<file path="config.mk">
export PLATFORM = sky130hd
export DESIGN_NAME = radio_transceiver_state_control
export DESIGN_NICKNAME = d
export VERILOG_FILES = /design/src/rtl/rtc_pkg.sv /design/src/rtl/rtc_cfg_regs.sv /design/src/rtl/rtc_in_stage.sv /design/src/rtl/rtc_ctrl.sv /design/src/rtl/radio_transceiver_state_control.sv
export SDC_FILE = /design/constraint.sdc
export NUM_CORES = 1
export LEC_CHECK = 0
export ABC_CLOCK_PERIOD_IN_PS = 3950
export BUFFER_PORTS_ARGS = -buffer_cell sky130_fd_sc_hd__buf_2
export CORE_UTILIZATION = 42
export DETAILED_ROUTE_END_ITERATION = 12
export GPL_ROUTABILITY_DRIVEN = 0
export SYNTH_ARGS = -nofsm -noshare
export SYNTH_HDL_FRONTEND = slang
export SYNTH_SLANG_ARGS = --single-unit
</file>
<file path="constraint.sdc">
create_clock -name clk -period 3.95 [get_ports clk]
set_input_delay 0.1975 -clock clk [delete_from_list [all_inputs] [get_ports clk]]
set_output_delay 0.1975 -clock clk [all_outputs]
set_load 0.02 [all_outputs]
</file>
<file path="src/rtl/rtc_pkg.sv">
`timescale 1ns / 1ps

package rtc_pkg;

    // Radio modes
    localparam logic [2:0] MODE_SLEEP     = 3'd0;
    localparam logic [2:0] MODE_IDLE      = 3'd1;
    localparam logic [2:0] MODE_LISTEN    = 3'd2;
    localparam logic [2:0] MODE_RECEIVING = 3'd3;
    localparam logic [2:0] MODE_TRANSMIT  = 3'd4;
    localparam int         MODE_COUNT     = 5;

    // Event codes
    localparam logic [3:0] REQ_TICK     = 4'd0;
    localparam logic [3:0] REQ_TX_START = 4'd1;
    localparam logic [3:0] REQ_TX_END   = 4'd2;
    localparam logic [3:0] REQ_CS       = 4'd3;
    localparam logic [3:0] REQ_RX_END   = 4'd4;
    localparam logic [3:0] REQ_SLEEP    = 4'd5;
    localparam logic [3:0] REQ_WAKEUP   = 4'd6;
    localparam logic [3:0] REQ_LISTEN   = 4'd7;
    localparam logic [3:0] REQ_IDLE     = 4'd8;

    // Result status codes
    localparam logic [3:0] ST_DONE       = 4'd0;
    localparam logic [3:0] ST_IGNORED    = 4'd1;
    localparam logic [3:0] ST_ASLEEP     = 4'd2;
    localparam logic [3:0] ST_TXBUSY     = 4'd3;
    localparam logic [3:0] ST_NOTRX      = 4'd4;
    localparam logic [3:0] ST_WRONG      = 4'd5;
    localparam logic [3:0] ST_DEAD       = 4'd6;
    localparam logic [3:0] ST_ERRDROP    = 4'd7;
    localparam logic [3:0] ST_INVALID    = 4'd8;
    localparam logic [3:0] ST_DELIVERED  = 4'd9;
    localparam logic [3:0] ST_TXMISMATCH = 4'd10;

    // Configuration register indexes
    localparam int         CFG_INDEX_BITS  = 2;
    localparam int         CFG_DATA_BITS   = 16;
    localparam logic [1:0] CFG_CHANNEL     = 2'd0;
    localparam logic [1:0] CFG_SENSITIVITY = 2'd1;
    localparam logic [1:0] CFG_SYMBOL      = 2'd2;
    localparam logic [1:0] CFG_MODULATION  = 2'd3;

    // Power levels in quarter dBm
    localparam logic signed [9:0]  RSSI_FLOOR = -10'sd512;
    localparam logic signed [9:0]  SENS_CEIL  = -10'sd340;
    localparam logic signed [10:0] MARGIN_QDB = 11'sd20;

    // Reset values of the configuration registers
    localparam logic [4:0]  CHANNEL_RST = 5'd0;
    localparam logic [15:0] SYMBOL_RST  = 16'd16000;
    localparam logic [3:0]  MODUL_RST   = 4'd0;

    typedef struct packed {
        logic [4:0]        radio_channel;
        logic signed [9:0] sensitivity_qdbm;
        logic [15:0]       symbol_period_ns;
        logic [3:0]        modulation_id;
    } cfg_t;

    // Event word minus the frame id
    typedef struct packed {
        logic [3:0]        req_type;
        logic signed [9:0] frame_rssi_qdbm;
        logic [4:0]        frame_channel;
        logic [15:0]       frame_symbol_period_ns;
        logic [3:0]        frame_modulation;
        logic              node_alive;
        logic              error_drop;
    } item_t;

endpackage

</file>
<file path="src/rtl/rtc_cfg_regs.sv">
`timescale 1ns / 1ps

module rtc_cfg_regs
(
    input  logic                                 clk,
    input  logic                                 rst_n,
    input  logic                                 cfg_valid,
    output logic                                 cfg_ready,
    input  logic [rtc_pkg::CFG_INDEX_BITS-1:0]   cfg_index,
    input  logic [rtc_pkg::CFG_DATA_BITS-1:0]    cfg_data,
    output rtc_pkg::cfg_t                        cfg
);

    rtc_pkg::cfg_t cfg_reg;

    assign cfg_ready = 1'b1;
    assign cfg       = cfg_reg;

    // Register file, always ready
    always_ff @(posedge clk or negedge rst_n)
    begin
        if (!rst_n)
        begin
            cfg_reg.radio_channel    <= rtc_pkg::CHANNEL_RST;
            cfg_reg.sensitivity_qdbm <= rtc_pkg::SENS_CEIL;
            cfg_reg.symbol_period_ns <= rtc_pkg::SYMBOL_RST;
            cfg_reg.modulation_id    <= rtc_pkg::MODUL_RST;
        end
        else if (cfg_valid)
        begin
            unique case (cfg_index)
                rtc_pkg::CFG_CHANNEL:     cfg_reg.radio_channel    <= cfg_data[4:0];
                rtc_pkg::CFG_SENSITIVITY: cfg_reg.sensitivity_qdbm <= $signed(cfg_data[9:0]);
                rtc_pkg::CFG_SYMBOL:      cfg_reg.symbol_period_ns <= cfg_data[15:0];
                rtc_pkg::CFG_MODULATION:  cfg_reg.modulation_id    <= cfg_data[3:0];
                default:                  cfg_reg.radio_channel    <= cfg_reg.radio_channel;
            endcase
        end
    end

endmodule

</file>
<file path="src/rtl/rtc_in_stage.sv">
`timescale 1ns / 1ps

module rtc_in_stage
#(
    parameter int FRAME_ID_BITS = 16
)
(
    input  logic                     clk,
    input  logic                     rst_n,
    input  logic                     in_valid,
    output logic                     in_stall,
    input  logic [FRAME_ID_BITS-1:0] frame_id,
    input  rtc_pkg::item_t           item,
    input  logic                     out_free,
    output logic                     s1_valid,
    output logic [FRAME_ID_BITS-1:0] s1_frame_id,
    output rtc_pkg::item_t           s1_item
);

    logic                     s1_valid_reg;
    logic [FRAME_ID_BITS-1:0] s1_id_reg;
    rtc_pkg::item_t           s1_item_reg;

    // Hold the word while the result side cannot take it
    assign in_stall    = s1_valid_reg && !out_free;
    assign s1_valid    = s1_valid_reg;
    assign s1_frame_id = s1_id_reg;
    assign s1_item     = s1_item_reg;

    always_ff @(posedge clk or negedge rst_n)
    begin
        if (!rst_n)
        begin
            s1_valid_reg <= 1'b0;
        end
        else if (!in_stall)
        begin
            s1_valid_reg <= in_valid;
        end
    end

    // Payload, no reset
    always_ff @(posedge clk)
    begin
        if (!in_stall && in_valid)
        begin
            s1_id_reg   <= frame_id;
            s1_item_reg <= item;
        end
    end

endmodule

</file>
<file path="src/rtl/rtc_ctrl.sv">
`timescale 1ns / 1ps

module rtc_ctrl
#(
    parameter int FRAME_ID_BITS   = 16,
    parameter int TICK_COUNT_BITS = 48
)
(
    input  logic                     clk,
    input  logic                     rst_n,
    input  rtc_pkg::cfg_t            cfg,
    input  logic                     s1_valid,
    input  logic [FRAME_ID_BITS-1:0] s1_frame_id,
    input  rtc_pkg::item_t           s1_item,
    output logic                     out_free,
    output logic                     out_valid,
    input  logic                     out_stall,
    output logic [3:0]               status,
    output logic [2:0]               radio_state,
    output logic signed [9:0]        best_rssi_qdbm,
    output logic                     deliver
);

    // Radio state
    logic [2:0]               mode_reg, mode_next;
    logic                     tx_active_reg, tx_active_next;
    logic [FRAME_ID_BITS-1:0] tx_frame_reg, tx_frame_next;
    logic                     rx_active_reg, rx_active_next;
    logic [FRAME_ID_BITS-1:0] rx_frame_reg, rx_frame_next;
    logic signed [9:0]        best_rssi_reg, best_rssi_next;
    logic                     rx_spoiled_reg, rx_spoiled_next;
    logic [TICK_COUNT_BITS-1:0] ticks_reg [rtc_pkg::MODE_COUNT];

    // Result register
    logic                     out_valid_reg;
    logic [3:0]               status_reg, status_next;
    logic                     deliver_reg, deliver_next;

    logic                     process;
    logic signed [9:0]        sens_eff;
    logic signed [10:0]       threshold;
    logic                     head_ok;

    assign out_free       = !out_valid_reg || !out_stall;
    assign process        = s1_valid && out_free;
    assign out_valid      = out_valid_reg;
    assign status         = status_reg;
    assign radio_state    = mode_reg;
    assign best_rssi_qdbm = best_rssi_reg;
    assign deliver        = deliver_reg;

    // Frame head acceptance: power over clamped sensitivity minus 5 dB, PHY match
    always_comb
    begin
        sens_eff  = (cfg.sensitivity_qdbm > rtc_pkg::SENS_CEIL) ? rtc_pkg::SENS_CEIL
                                                                 : cfg.sensitivity_qdbm;
        threshold = {sens_eff[9], sens_eff} - rtc_pkg::MARGIN_QDB;
        head_ok   = !($signed({s1_item.frame_rssi_qdbm[9], s1_item.frame_rssi_qdbm})
                      < threshold)
                    && (s1_item.frame_channel == cfg.radio_channel)
                    && (s1_item.frame_symbol_period_ns == cfg.symbol_period_ns)
                    && (s1_item.frame_modulation == cfg.modulation_id);
    end

    // Event decode and next state
    always_comb
    begin
        mode_next       = mode_reg;
        tx_active_next  = tx_active_reg;
        tx_frame_next   = tx_frame_reg;
        rx_active_next  = rx_active_reg;
        rx_frame_next   = rx_frame_reg;
        best_rssi_next  = best_rssi_reg;
        rx_spoiled_next = rx_spoiled_reg;
        status_next     = rtc_pkg::ST_DONE;
        deliver_next    = 1'b0;

        unique case (s1_item.req_type)
            rtc_pkg::REQ_TICK:
            begin
                status_next = rtc_pkg::ST_DONE;
            end
            rtc_pkg::REQ_TX_START:
            begin
                if (mode_reg == rtc_pkg::MODE_SLEEP)
                begin
                    status_next = rtc_pkg::ST_ASLEEP;
                end
                else
                begin
                    // carrier reset clears rx first, so no spoil
                    rx_active_next = 1'b0;
                    best_rssi_next = rtc_pkg::RSSI_FLOOR;
                    tx_active_next = 1'b1;
                    tx_frame_next  = s1_frame_id;
                    mode_next      = rtc_pkg::MODE_TRANSMIT;
                end
            end
            rtc_pkg::REQ_TX_END:
            begin
                if (!s1_item.node_alive)
                begin
                    status_next = rtc_pkg::ST_DEAD;
                end
                else if (tx_active_reg && (tx_frame_reg == s1_frame_id))
                begin
                    tx_active_next = 1'b0;
                    mode_next      = rtc_pkg::MODE_IDLE;
                    if (mode_reg != rtc_pkg::MODE_IDLE && rx_active_reg)
                    begin
                        rx_spoiled_next = 1'b1;
                    end
                end
                else
                begin
                    status_next = rtc_pkg::ST_TXMISMATCH;
                end
            end
            rtc_pkg::REQ_CS:
            begin
                priority if (mode_reg == rtc_pkg::MODE_SLEEP)
                    status_next = rtc_pkg::ST_ASLEEP;
                else if (tx_active_reg)
                    status_next = rtc_pkg::ST_TXBUSY;
                else if (mode_reg != rtc_pkg::MODE_LISTEN
                         && mode_reg != rtc_pkg::MODE_RECEIVING)
                    status_next = rtc_pkg::ST_NOTRX;
                else if (!head_ok)
                    status_next = rtc_pkg::ST_WRONG;
                else if (s1_item.frame_rssi_qdbm > best_rssi_reg)
                begin
                    // strongest head captures the receiver
                    best_rssi_next = s1_item.frame_rssi_qdbm;
                    mode_next      = rtc_pkg::MODE_RECEIVING;
                    rx_active_next = 1'b1;
                    rx_frame_next  = s1_frame_id;
                    if (mode_reg != rtc_pkg::MODE_RECEIVING && rx_active_reg)
                    begin
                        rx_spoiled_next = 1'b1;
                    end
                end
                else
                    status_next = rtc_pkg::ST_IGNORED;
            end
            rtc_pkg::REQ_RX_END:
            begin
                priority if (mode_reg == rtc_pkg::MODE_SLEEP)
                    status_next = rtc_pkg::ST_ASLEEP;
                else if (tx_active_reg)
                    status_next = rtc_pkg::ST_TXBUSY;
                else if (mode_reg != rtc_pkg::MODE_RECEIVING)
                begin
                    rx_spoiled_next = 1'b0;
                    rx_active_next  = 1'b0;
                    status_next     = rtc_pkg::ST_NOTRX;
                end
                else if (!(rx_active_reg && (rx_frame_reg == s1_frame_id)))
                    status_next = rtc_pkg::ST_WRONG;
                else
                begin
                    // release the held frame
                    rx_active_next = 1'b0;
                    best_rssi_next = rtc_pkg::RSSI_FLOOR;
                    mode_next      = rtc_pkg::MODE_LISTEN;
                    priority if (!s1_item.node_alive)
                        status_next = rtc_pkg::ST_DEAD;
                    else if (s1_item.error_drop)
                        status_next = rtc_pkg::ST_ERRDROP;
                    else if (rx_spoiled_reg)
                    begin
                        rx_spoiled_next = 1'b0;
                        status_next     = rtc_pkg::ST_INVALID;
                    end
                    else
                    begin
                        mode_next       = rtc_pkg::MODE_IDLE;
                        rx_spoiled_next = 1'b0;
                        deliver_next    = 1'b1;
                        status_next     = rtc_pkg::ST_DELIVERED;
                    end
                end
            end
            rtc_pkg::REQ_SLEEP:
            begin
                tx_active_next = 1'b0;
                rx_active_next = 1'b0;
                best_rssi_next = rtc_pkg::RSSI_FLOOR;
                mode_next      = rtc_pkg::MODE_SLEEP;
            end
            rtc_pkg::REQ_WAKEUP:
            begin
                tx_active_next = 1'b0;
                rx_active_next = 1'b0;
                best_rssi_next = rtc_pkg::RSSI_FLOOR;
                mode_next      = rtc_pkg::MODE_IDLE;
            end
            rtc_pkg::REQ_LISTEN:
            begin
                mode_next = rtc_pkg::MODE_LISTEN;
                if (mode_reg != rtc_pkg::MODE_LISTEN && rx_active_reg)
                begin
                    rx_spoiled_next = 1'b1;
                end
            end
            rtc_pkg::REQ_IDLE:
            begin
                mode_next = rtc_pkg::MODE_IDLE;
                if (mode_reg != rtc_pkg::MODE_IDLE && rx_active_reg)
                begin
                    rx_spoiled_next = 1'b1;
                end
            end
            default:
            begin
                status_next = rtc_pkg::ST_IGNORED;
            end
        endcase
    end

    // Control state and result valid
    always_ff @(posedge clk or negedge rst_n)
    begin
        if (!rst_n)
        begin
            mode_reg       <= rtc_pkg::MODE_SLEEP;
            tx_active_reg  <= 1'b0;
            tx_frame_reg   <= '0;
            rx_active_reg  <= 1'b0;
            rx_frame_reg   <= '0;
            best_rssi_reg  <= rtc_pkg::RSSI_FLOOR;
            rx_spoiled_reg <= 1'b0;
            out_valid_reg  <= 1'b0;
        end
        else
        begin
            if (out_free)
            begin
                out_valid_reg <= s1_valid;
            end
            if (process)
            begin
                mode_reg       <= mode_next;
                tx_active_reg  <= tx_active_next;
                tx_frame_reg   <= tx_frame_next;
                rx_active_reg  <= rx_active_next;
                rx_frame_reg   <= rx_frame_next;
                best_rssi_reg  <= best_rssi_next;
                rx_spoiled_reg <= rx_spoiled_next;
            end
        end
    end

    // Per-mode time counters
    always_ff @(posedge clk or negedge rst_n)
    begin
        if (!rst_n)
        begin
            for (int i = 0; i < rtc_pkg::MODE_COUNT; i++)
            begin
                ticks_reg[i] <= '0;
            end
        end
        else if (process && (s1_item.req_type == rtc_pkg::REQ_TICK)
                 && (mode_reg < 3'(rtc_pkg::MODE_COUNT)))
        begin
            ticks_reg[mode_reg] <= ticks_reg[mode_reg] + 1'b1;
        end
    end

    // Result payload
    always_ff @(posedge clk)
    begin
        if (process)
        begin
            status_reg  <= status_next;
            deliver_reg <= deliver_next;
        end
    end

`ifndef SYNTHESIS
    a_deliver_idle: assert property (@(posedge clk) disable iff (!rst_n)
        (out_valid_reg && deliver_reg) |->
            (status_reg == rtc_pkg::ST_DELIVERED && mode_reg == rtc_pkg::MODE_IDLE))
        else $error("deliver without delivered status in idle");

    a_rx_tx_exclusive: assert property (@(posedge clk) disable iff (!rst_n)
        rx_active_reg |-> !tx_active_reg)
        else $error("reception held while transmitting");

    a_sleep_clears: assert property (@(posedge clk) disable iff (!rst_n)
        (process && s1_item.req_type == rtc_pkg::REQ_SLEEP) |=>
            (mode_reg == rtc_pkg::MODE_SLEEP && !rx_active_reg && !tx_active_reg
             && best_rssi_reg == rtc_pkg::RSSI_FLOOR))
        else $error("sleep event left carrier state");

    a_hold_when_stalled: assert property (@(posedge clk) disable iff (!rst_n)
        (out_valid_reg && out_stall) |=> ($stable(mode_reg) && $stable(best_rssi_reg)))
        else $error("state advanced while result stalled");
`endif

endmodule

</file>
<file path="src/rtl/radio_transceiver_state_control.sv">
`timescale 1ns / 1ps

// Channel   Handshake               Payload
// in        in_valid / in_stall     req_type, frame_id, frame_*, node_alive, error_drop
// out       out_valid / out_stall   status, radio_state, best_rssi_qdbm, deliver
// cfg       cfg_valid / cfg_ready   cfg_index, cfg_data
//
// One event per cycle while out_stall is low; each event goes through the input register,
// then is decoded into the result register and radio state.
// Reset: asynchronous, active low; radio asleep, counters and captures cleared.
// out_stall freezes the result register; the input register then fills and in_stall
// rises. cfg_ready is always high.

module radio_transceiver_state_control
#(
    parameter int FRAME_ID_BITS   = 16,
    parameter int TICK_COUNT_BITS = 48
)
(
    input  logic                                 clk,
    input  logic                                 rst_n,

    input  logic                                 cfg_valid,
    output logic                                 cfg_ready,
    input  logic [rtc_pkg::CFG_INDEX_BITS-1:0]   cfg_index,
    input  logic [rtc_pkg::CFG_DATA_BITS-1:0]    cfg_data,

    input  logic                                 in_valid,
    output logic                                 in_stall,
    input  logic [3:0]                           req_type,
    input  logic [FRAME_ID_BITS-1:0]             frame_id,
    input  logic signed [9:0]                    frame_rssi_qdbm,
    input  logic [4:0]                           frame_channel,
    input  logic [15:0]                          frame_symbol_period_ns,
    input  logic [3:0]                           frame_modulation,
    input  logic                                 node_alive,
    input  logic                                 error_drop,

    output logic                                 out_valid,
    input  logic                                 out_stall,
    output logic [3:0]                           status,
    output logic [2:0]                           radio_state,
    output logic signed [9:0]                    best_rssi_qdbm,
    output logic                                 deliver
);

    rtc_pkg::cfg_t            cfg;
    rtc_pkg::item_t           item;
    rtc_pkg::item_t           s1_item;
    logic                     s1_valid;
    logic [FRAME_ID_BITS-1:0] s1_frame_id;
    logic                     out_free;

    // Pack the input word
    always_comb
    begin
        item.req_type               = req_type;
        item.frame_rssi_qdbm        = frame_rssi_qdbm;
        item.frame_channel          = frame_channel;
        item.frame_symbol_period_ns = frame_symbol_period_ns;
        item.frame_modulation       = frame_modulation;
        item.node_alive             = node_alive;
        item.error_drop             = error_drop;
    end

    rtc_cfg_regs u_cfg
    (
        .clk       (clk),
        .rst_n     (rst_n),
        .cfg_valid (cfg_valid),
        .cfg_ready (cfg_ready),
        .cfg_index (cfg_index),
        .cfg_data  (cfg_data),
        .cfg       (cfg)
    );

    rtc_in_stage
    #(
        .FRAME_ID_BITS (FRAME_ID_BITS)
    )
    u_in
    (
        .clk         (clk),
        .rst_n       (rst_n),
        .in_valid    (in_valid),
        .in_stall    (in_stall),
        .frame_id    (frame_id),
        .item        (item),
        .out_free    (out_free),
        .s1_valid    (s1_valid),
        .s1_frame_id (s1_frame_id),
        .s1_item     (s1_item)
    );

    rtc_ctrl
    #(
        .FRAME_ID_BITS   (FRAME_ID_BITS),
        .TICK_COUNT_BITS (TICK_COUNT_BITS)
    )
    u_ctrl
    (
        .clk            (clk),
        .rst_n          (rst_n),
        .cfg            (cfg),
        .s1_valid       (s1_valid),
        .s1_frame_id    (s1_frame_id),
        .s1_item        (s1_item),
        .out_free       (out_free),
        .out_valid      (out_valid),
        .out_stall      (out_stall),
        .status         (status),
        .radio_state    (radio_state),
        .best_rssi_qdbm (best_rssi_qdbm),
        .deliver        (deliver)
    );

endmodule

</file>
==> results_dict.tcl, run 1 <==
set metrics [dict create \
    syn2layout_area_growth_pct 32.2 \
    synth_common_cells "dfrtp_1, edfxtp_1, mux2_2, xnor2_1, nand2_1" \
    register_area_mm2 0.00401 \
    netlist_area_mm2 0.00694 \
    cts_tree "done" \
    synth_most_common_cell "dfrtp_1" \
    ant_nets 0 \
    worstSetupPathType "flop to flop" \
    drc_errors 0 \
    die_w_um 131 \
    dp_slack_ns -0.189 \
    drt_iter0_markers 306 \
    grt-ovfl-total 0 \
    final_nets 831 \
    cts_htree_levels 4 \
    vias 4860 \
    synth_edf_count 62 \
    synth_area_per_cell_um2 13.1 \
    path_cells "nor3_2 -> nor3_1 -> o21ai_1 -> nand2_1 -> nor2_2 -> ha_2 -> nand2b_4 -> nand2_2 -> xnor2_1 -> nand2_1 -> ha_4 -> nand2_4 -> buf_4 -> nor3_4 -> nor3_2 -> and4b_1 -> or2_4 -> or4_4 -> mux2_4" \
    insertion_delay_ns 0.42 \
    ys.flop_type "dfrtp_1" \
    start_kind "flop" \
    yosysTopAreaCellShare 0.268 \
    slew_headroom 0.333 \
    antenna_cells 0 \
    die_y_um 131 \
    synth_seq_area_share 0.577 \
    fmax_ghz 0.259 \
    arrival_ns 4.16 \
    final_layout_size_suffix_gt1_frac 0.354 \
    grt_pass1_vias 4981 \
    place_hpwl_mm 10.4 \
    rr_worst_depth 19 \
    whs_path_depth 2 \
    timing.final.crit_period_ns 3.86 \
    critical_path.max_stage_delay_ns 0.51 \
    p_sw_mw 1.19 \
    ys_ff_latch 147 \
    gr-usage-met1 0.253 \
    pwr-share-seq 0.464 \
    place_area_mm2 0.00782 \
    final_min_period_over_clock_period 0.977 \
    critPathRequiredTime_ns 4.25 \
    grt_max_degree 60 \
    cp-end-kind "flop" \
    p_leak_nw 3.90 \
    syn-num-nets 632 \
    drt-pass1-iter-count 4 \
    grt_first_pass_wirelength_mm 24.7 \
    p_comb_frac 0.185 \
    clkPwrFrac 0.351 \
    p_sw_frac 0.280 \
    dieArea_mm2 0.0170 \
    cts_num_sinks 147 \
    busiest_layer "met2" \
    wire_per_inst_um 16.0 \
    rows 46 \
    drv_slew 0 \
    peakVddDrop_uv 322 \
    setup_violations 0 \
    final_area_mm2 0.00917 \
    grt_use_met3 0.0468 \
    min_path_type "input pin to flop" \
    finalClockSkew_ns 0.0114 \
    fin_cells 959 \
    vias_per_cell 5.07 \
    final_util 0.573 \
    timing.final.ws_setup_ns 0.0907 \
    yosysTopAreaCell "edfxtp_1" \
    cts_buffers 17 \
    rsz0062_at_grt "true" \
    largest_reg_flops 41 \
    tightest_slew_ns 1.00 \
    path_max_fanout 5 \
    antenna_found_initial 0 \
    synth.area.top_cells "edfxtp_1, dfrtp_1, mux2_2" \
    cts_max_path_buffers 2 \
    worst_path_max_delay_cell "or4_4" \
    routed_wl_mm 15.3 \
    clkSlewWorstSetupHoldPaths_ns 0.06 \
    dp.cells 855 \
    syn_inst 531 \
    ys_warn_count 0 \
    initial_core_util 0.434 \
    status "complete, no violations" \
    portBuffers 99 \
    met2_usage 0.313 \
    async_reset_ff_frac 0.578 \
    p_int_mw 3.06 \
    gr-usage-all-layers 0.193 \
    hold_violations 0 \
    synth_cell_types 57 \
    multi_input_area_mm2 0.00293 \
    coreArea_mm2 0.0160 \
    cap_violations 0 \
    pwr_density_cell_mw_per_mm2 463 \
    root_buffer "clkbuf_16" \
    fillers 1365 \
    io_pins 101 \
]
[cells by family (layout without fill, tap and decap cells)]
group | Yosys count | in the layout | share of synthesized area
multiplexers | 79 | 79 | 0.131
flip-flops | 147 | 147 | 0.577
buffers and inverters | 30 | 240 | 0.0197
AND/OR/NAND/NOR | 131 | 133 | 0.0996
other | 2 | 2 | 0.00108
adder cells (fa/ha/maj) | 21 | 21 | 0.0379
XOR/XNOR | 62 | 62 | 0.0783
AO/OA/AOI/OAI | 59 | 59 | 0.0550
[worst max-delay path: cells and delay by family (launching register included)]
| family | cells | cell delay [ns] |
|---|---|---|
| adders and majority gates | 2 | 0.49 |
| and+or+nand+nor | 13 | 2.13 |
| AOI/OAI and AO/OA | 1 | 0.16 |
| muxes | 1 | 0.33 |
| xor gates and xnor gates | 1 | 0.12 |
| DFF | 1 | 0.38 |
| buffers and inverters | 1 | 0.14 |
[cell type report]
type,count,area share
clock buffers,18,0.0468
clock inverters,14,0.0128
inverters,17,0.00696
multi-input cells,356,0.319
flip-flops and latches,147,0.437
well taps,216,0.0295
repair buffers,191,0.148
[per-layer routing]
layer	up-vias	wire (µm)
li1	2336	-
met1	2378	7050
met2	130	7380
met3	16	676
met4	0	208
met5	-	0
[per-stage QoR]
| step | TNS, ns | hold WS [ns] | power (mW) |
|---|---|---|---|
| 2_1_floorplan | 0 | -0.0981 | 2.44 |
| 4_1_cts | 0 | 0.00215 | 4.27 |
| 6_report | 0 | 0.0197 | 4.25 |
| 3_3_place_gp | -0.613 | 0.341 | 2.67 |
| 3_5_place_dp | -2.75 | 0.358 | 2.70 |
| 5_1_grt | -3.70 | 0.00801 | 4.47 |
[power by group through the flow]
stage	logic (mW)	clock network [mW]	registers (mW)
global route	0.870	1.60	2.00
floorplan	0.453	0	1.98
global placement	0.689	0	1.99
CTS	0.762	1.54	1.97
finish	0.785	1.49	1.97
detailed placement	0.704	0	2.00
[path summary, 6_finish.rpt]
path / startpoint / to / slack, ns
worst min register to register: u_in.s1_valid / u_ctrl.out_valid / 0.50
min in group asynchronous: rst_n / u_ctrl.tx_frame_reg[0] / 0.41
worst max-delay path: u_cfg.cfg[21] / u_ctrl.rx_frame_reg[13] / 0.09
worst min-delay path: cfg_data[12] / u_cfg.cfg[16] / 0.02
worst max register to register: u_cfg.cfg[21] / u_ctrl.rx_frame_reg[13] / 0.09
max in group asynchronous: rst_n / u_ctrl.out_valid / 2.66
[timing repair]
| item | CTS | global route |
|---|---|---|
| pin swaps | 2 | 3 |
| setup endpoints to repair | 17 | 33 |
| hold endpoints to repair | 109 | 0 |
| gates resized for setup | 7 | 16 |
| cloned | 2 | 1 |
| setup buffers | 0 | 5 |
| hold buffers | 64 | 0 |
[layout by cell type, fill, tap and decap left out, drive strengths merged, types with 13 or more instances in the layout]
master	n
nand2	36
xnor2	50
nor3	13
nand4	14
buf	127
a21oi	17
dfrtp	73
mux2	70
edfxtp	62
clkbuf	18
dlygate4sd3	64
ha	21
nor2	17
inv	25
No activity file was read; power rests on OpenSTA's default activity.
==> run 2: changes to the inputs <==
--- a/config.mk
+++ b/config.mk
@@ -10,6 +10,8 @@
 export CORE_UTILIZATION = 42
 export DETAILED_ROUTE_END_ITERATION = 12
 export GPL_ROUTABILITY_DRIVEN = 0
+export SLEW_MARGIN = 10
 export SYNTH_ARGS = -nofsm -noshare
 export SYNTH_HDL_FRONTEND = slang
+export SYNTH_HIERARCHICAL = 1
 export SYNTH_SLANG_ARGS = --single-unit
==> run 2 against run 1 <==
Compared with the run above: clock skew fell by 0.0048 ns; sequential share of layout area shrank 0.44 points; sequential power up 2%; maximum frequency increased by 2.2%; register-to-register slack better by 0.08 ns; hold slack gained 0.0073 ns; non-clock buffer count fell by 14; setup slack better by 0.084 ns; core utilization shrank 1.5 points; cell count up 0.83%; cell area rose by 1.0%; largest power group unchanged; flip-flop and latch count is the same.
==> results_dict.tcl, run 2 <==
set metrics [dict create \
    status "complete, no violations" \
    root_buffer "clkbuf_16" \
    fmax_ghz 0.265 \
    p_int_mw 3.22 \
    cts_buffers 17 \
    antenna_cells 0 \
    ys_ff_latch 147 \
    grt-ovfl-total 0 \
    p_sw_mw 1.16 \
    insertion_delay_ns 0.41 \
    tns_ns 0 \
    synth_most_common_cell "dfrtp_1" \
    routed_wl_mm 15.5 \
    mostFrequentLayoutCells "buf_2, dfrtp_1, dlygate4sd3_1" \
    portBuffers 99 \
    slew_headroom 0.420 \
    drt_iter0_markers 318 \
    syn_inst 550 \
    place_hpwl_mm 10.4 \
    drv_slew 0 \
    initial_core_util 0.430 \
    ys_warn_count 6 \
    syn-num-nets 651 \
    tightest_slew_ns 0.870 \
    ys.flop_type "dfrtp_1" \
    p_sw_frac 0.266 \
    peakVddDrop_uv 318 \
    cts_max_path_buffers 2 \
    final_common_cell "buf_2" \
    min_path_type "input pin to flop" \
    grt_pass1_vias 5106 \
    fillers 1404 \
    synth.area.top_cells "edfxtp_1, dfrtp_1, mux2_2" \
    timing.final.ws_setup_ns 0.175 \
    finalClockSkew_ns 0.00664 \
    drt-pass1-iter-count 4 \
    start_kind "flop" \
    cp-end-kind "flop" \
    synth_edf_count 62 \
    worstSetupPathType "flop to flop" \
    p_comb_frac 0.171 \
    register_area_mm2 0.00400 \
    cts_htree_levels 4 \
    cts_tree "done" \
    dp_slack_ns 0.0148 \
    ant_nets 0 \
    dieArea_mm2 0.0175 \
    critPathRequiredTime_ns 4.25 \
    gr-usage-all-layers 0.186 \
    antenna_found_initial 0 \
    coreArea_mm2 0.0166 \
    drc_errors 0 \
    synth_area_per_cell_um2 13.0 \
    die_y_um 132 \
    io_pins 101 \
    pwr_density_cell_mw_per_mm2 473 \
    final_nets 835 \
    clkSlewWorstSetupHoldPaths_ns 0.06 \
    die_w_um 132 \
    grt_max_degree 67 \
    netlist_area_mm2 0.00714 \
    arrival_ns 4.07 \
    multi_input_area_mm2 0.00299 \
    yosysTopAreaCell "edfxtp_1" \
    synth_seq_area_share 0.561 \
    cap_violations 0 \
    synth_cell_types 66 \
    synth_common_cells "dfrtp_1, edfxtp_1, mux2_2, xor2_1, inv_1" \
    async_reset_ff_frac 0.578 \
    hold_violations 0 \
    rows 47 \
    final_layout_size_suffix_gt1_frac 0.328 \
    final_min_period_over_clock_period 0.956 \
    vias 4910 \
    grt_first_pass_wirelength_mm 25.5 \
    yosysTopAreaCellShare 0.261 \
    cts_num_sinks 147 \
    p_leak_nw 3.96 \
    largest_reg_flops 41 \
    clkPwrFrac 0.371 \
    vias_per_cell 5.08 \
    timing.final.crit_period_ns 3.78 \
    wire_per_inst_um 16.0 \
    setup_violations 0 \
    syn2layout_area_growth_pct 29.8 \
    pwr-share-seq 0.458 \
    path_max_fanout 8 \
    finalPower_mw 4.38 \
]
[run 2: per-layer routing]
metal	share of wire	vias up	global-route usage
li1	-	2360	-
met1	0.45	2401	0.239
met2	0.49	128	0.308
met3	0.039	21	0.0438
met4	0.019	0	0.0664
met5	0	-	0
[run 2: kinds of logic (layout without fill, tap and decap cells)]
family | count (synthesis) | after routing | share of synthesized area
muxes | 70 | 70 | 0.120
buffers and inverters | 45 | 242 | 0.0288
adders and majority gates | 21 | 21 | 0.0368
DFF | 147 | 147 | 0.561
other | 2 | 2 | 0.00105
and+or+nand+nor | 125 | 125 | 0.105
AOI/OAI and AO/OA | 79 | 79 | 0.0719
xor gates and xnor gates | 61 | 61 | 0.0749
[run 2: area by class of cell]
class	instances	share of cell area
Timing Repair Buffer	177	0.138
Clock buffer	18	0.0463
Inverter	33	0.0134
Multi-Input combinational cell	358	0.323
Clock inverter	14	0.0176
Tap cell	220	0.0297
Sequential cell	147	0.432
[run 2: critical path, cell delays in order (launching register included)]
cell and delay [ns]:
dfstp_2 0.56, nand3b_1 0.13, o2111ai_2 0.25, nor2_1 0.10, ha_2 0.20, inv_1 0.08
a21oi_1 0.08, xor2_1 0.13, nand2_1 0.08, ha_1 0.29, nand2_1 0.11, a2111oi_4 0.30
buf_4 0.19, nand3_2 0.10, a21oi_2 0.17, and4bb_2 0.27, nand4_4 0.11, clkbuf_16 0.19
mux2_4 0.30
[run 2: power groups by stage]
stage | Clock, mW | Combinational, mW | Sequential [mW]
finish | 1.62 | 0.750 | 2.01
global route | 1.73 | 0.832 | 2.04
CTS | 1.65 | 0.727 | 2.01
detailed placement | 0 | 0.669 | 2.04
global placement | 0 | 0.649 | 2.02
floorplan | 0 | 0.480 | 2.00
[run 2: final timing paths]
path	startpoint	to	slack, ns	depth (start not counted)
worst max-delay path	u_cfg/cfg[25]	u_ctrl/rx_frame_reg[15]	0.17	18
worst min-delay path	cfg_data[14]	u_cfg/cfg[18]	0.03	2
worst max register to register	u_cfg/cfg[25]	u_ctrl/rx_frame_reg[15]	0.17	18
worst min register to register	u_ctrl/rx_spoiled_reg	u_ctrl/rx_spoiled_reg	0.50	2
max in group asynchronous	rst_n	u_cfg/cfg[13]	2.62	3
min in group asynchronous	rst_n	u_ctrl/tx_active_reg	0.43	2
[run 2: metrics by stage]
stage	hold WS, ns	cells	cell area (µm²)	utilization
final	0.0270	967	9260	0.559
after floorplan	-0.0981	550	7140	-
after global routing	0.0126	967	9260	0.559
after global placement	0.352	864	7890	0.476
after detailed placement	0.371	864	7890	0.476
after CTS	0.00266	960	9130	0.551
[run 2: repair_timing]
item                                    4_1_cts  5_1_grt
endpoints found under the setup margin       16       26
hold buffers                                 64        0
setup buffers                                 0        6
gates cloned                                  0        1
hold endpoints to repair                    121        0
pin swaps                                     0        6
resized for setup                             2       13
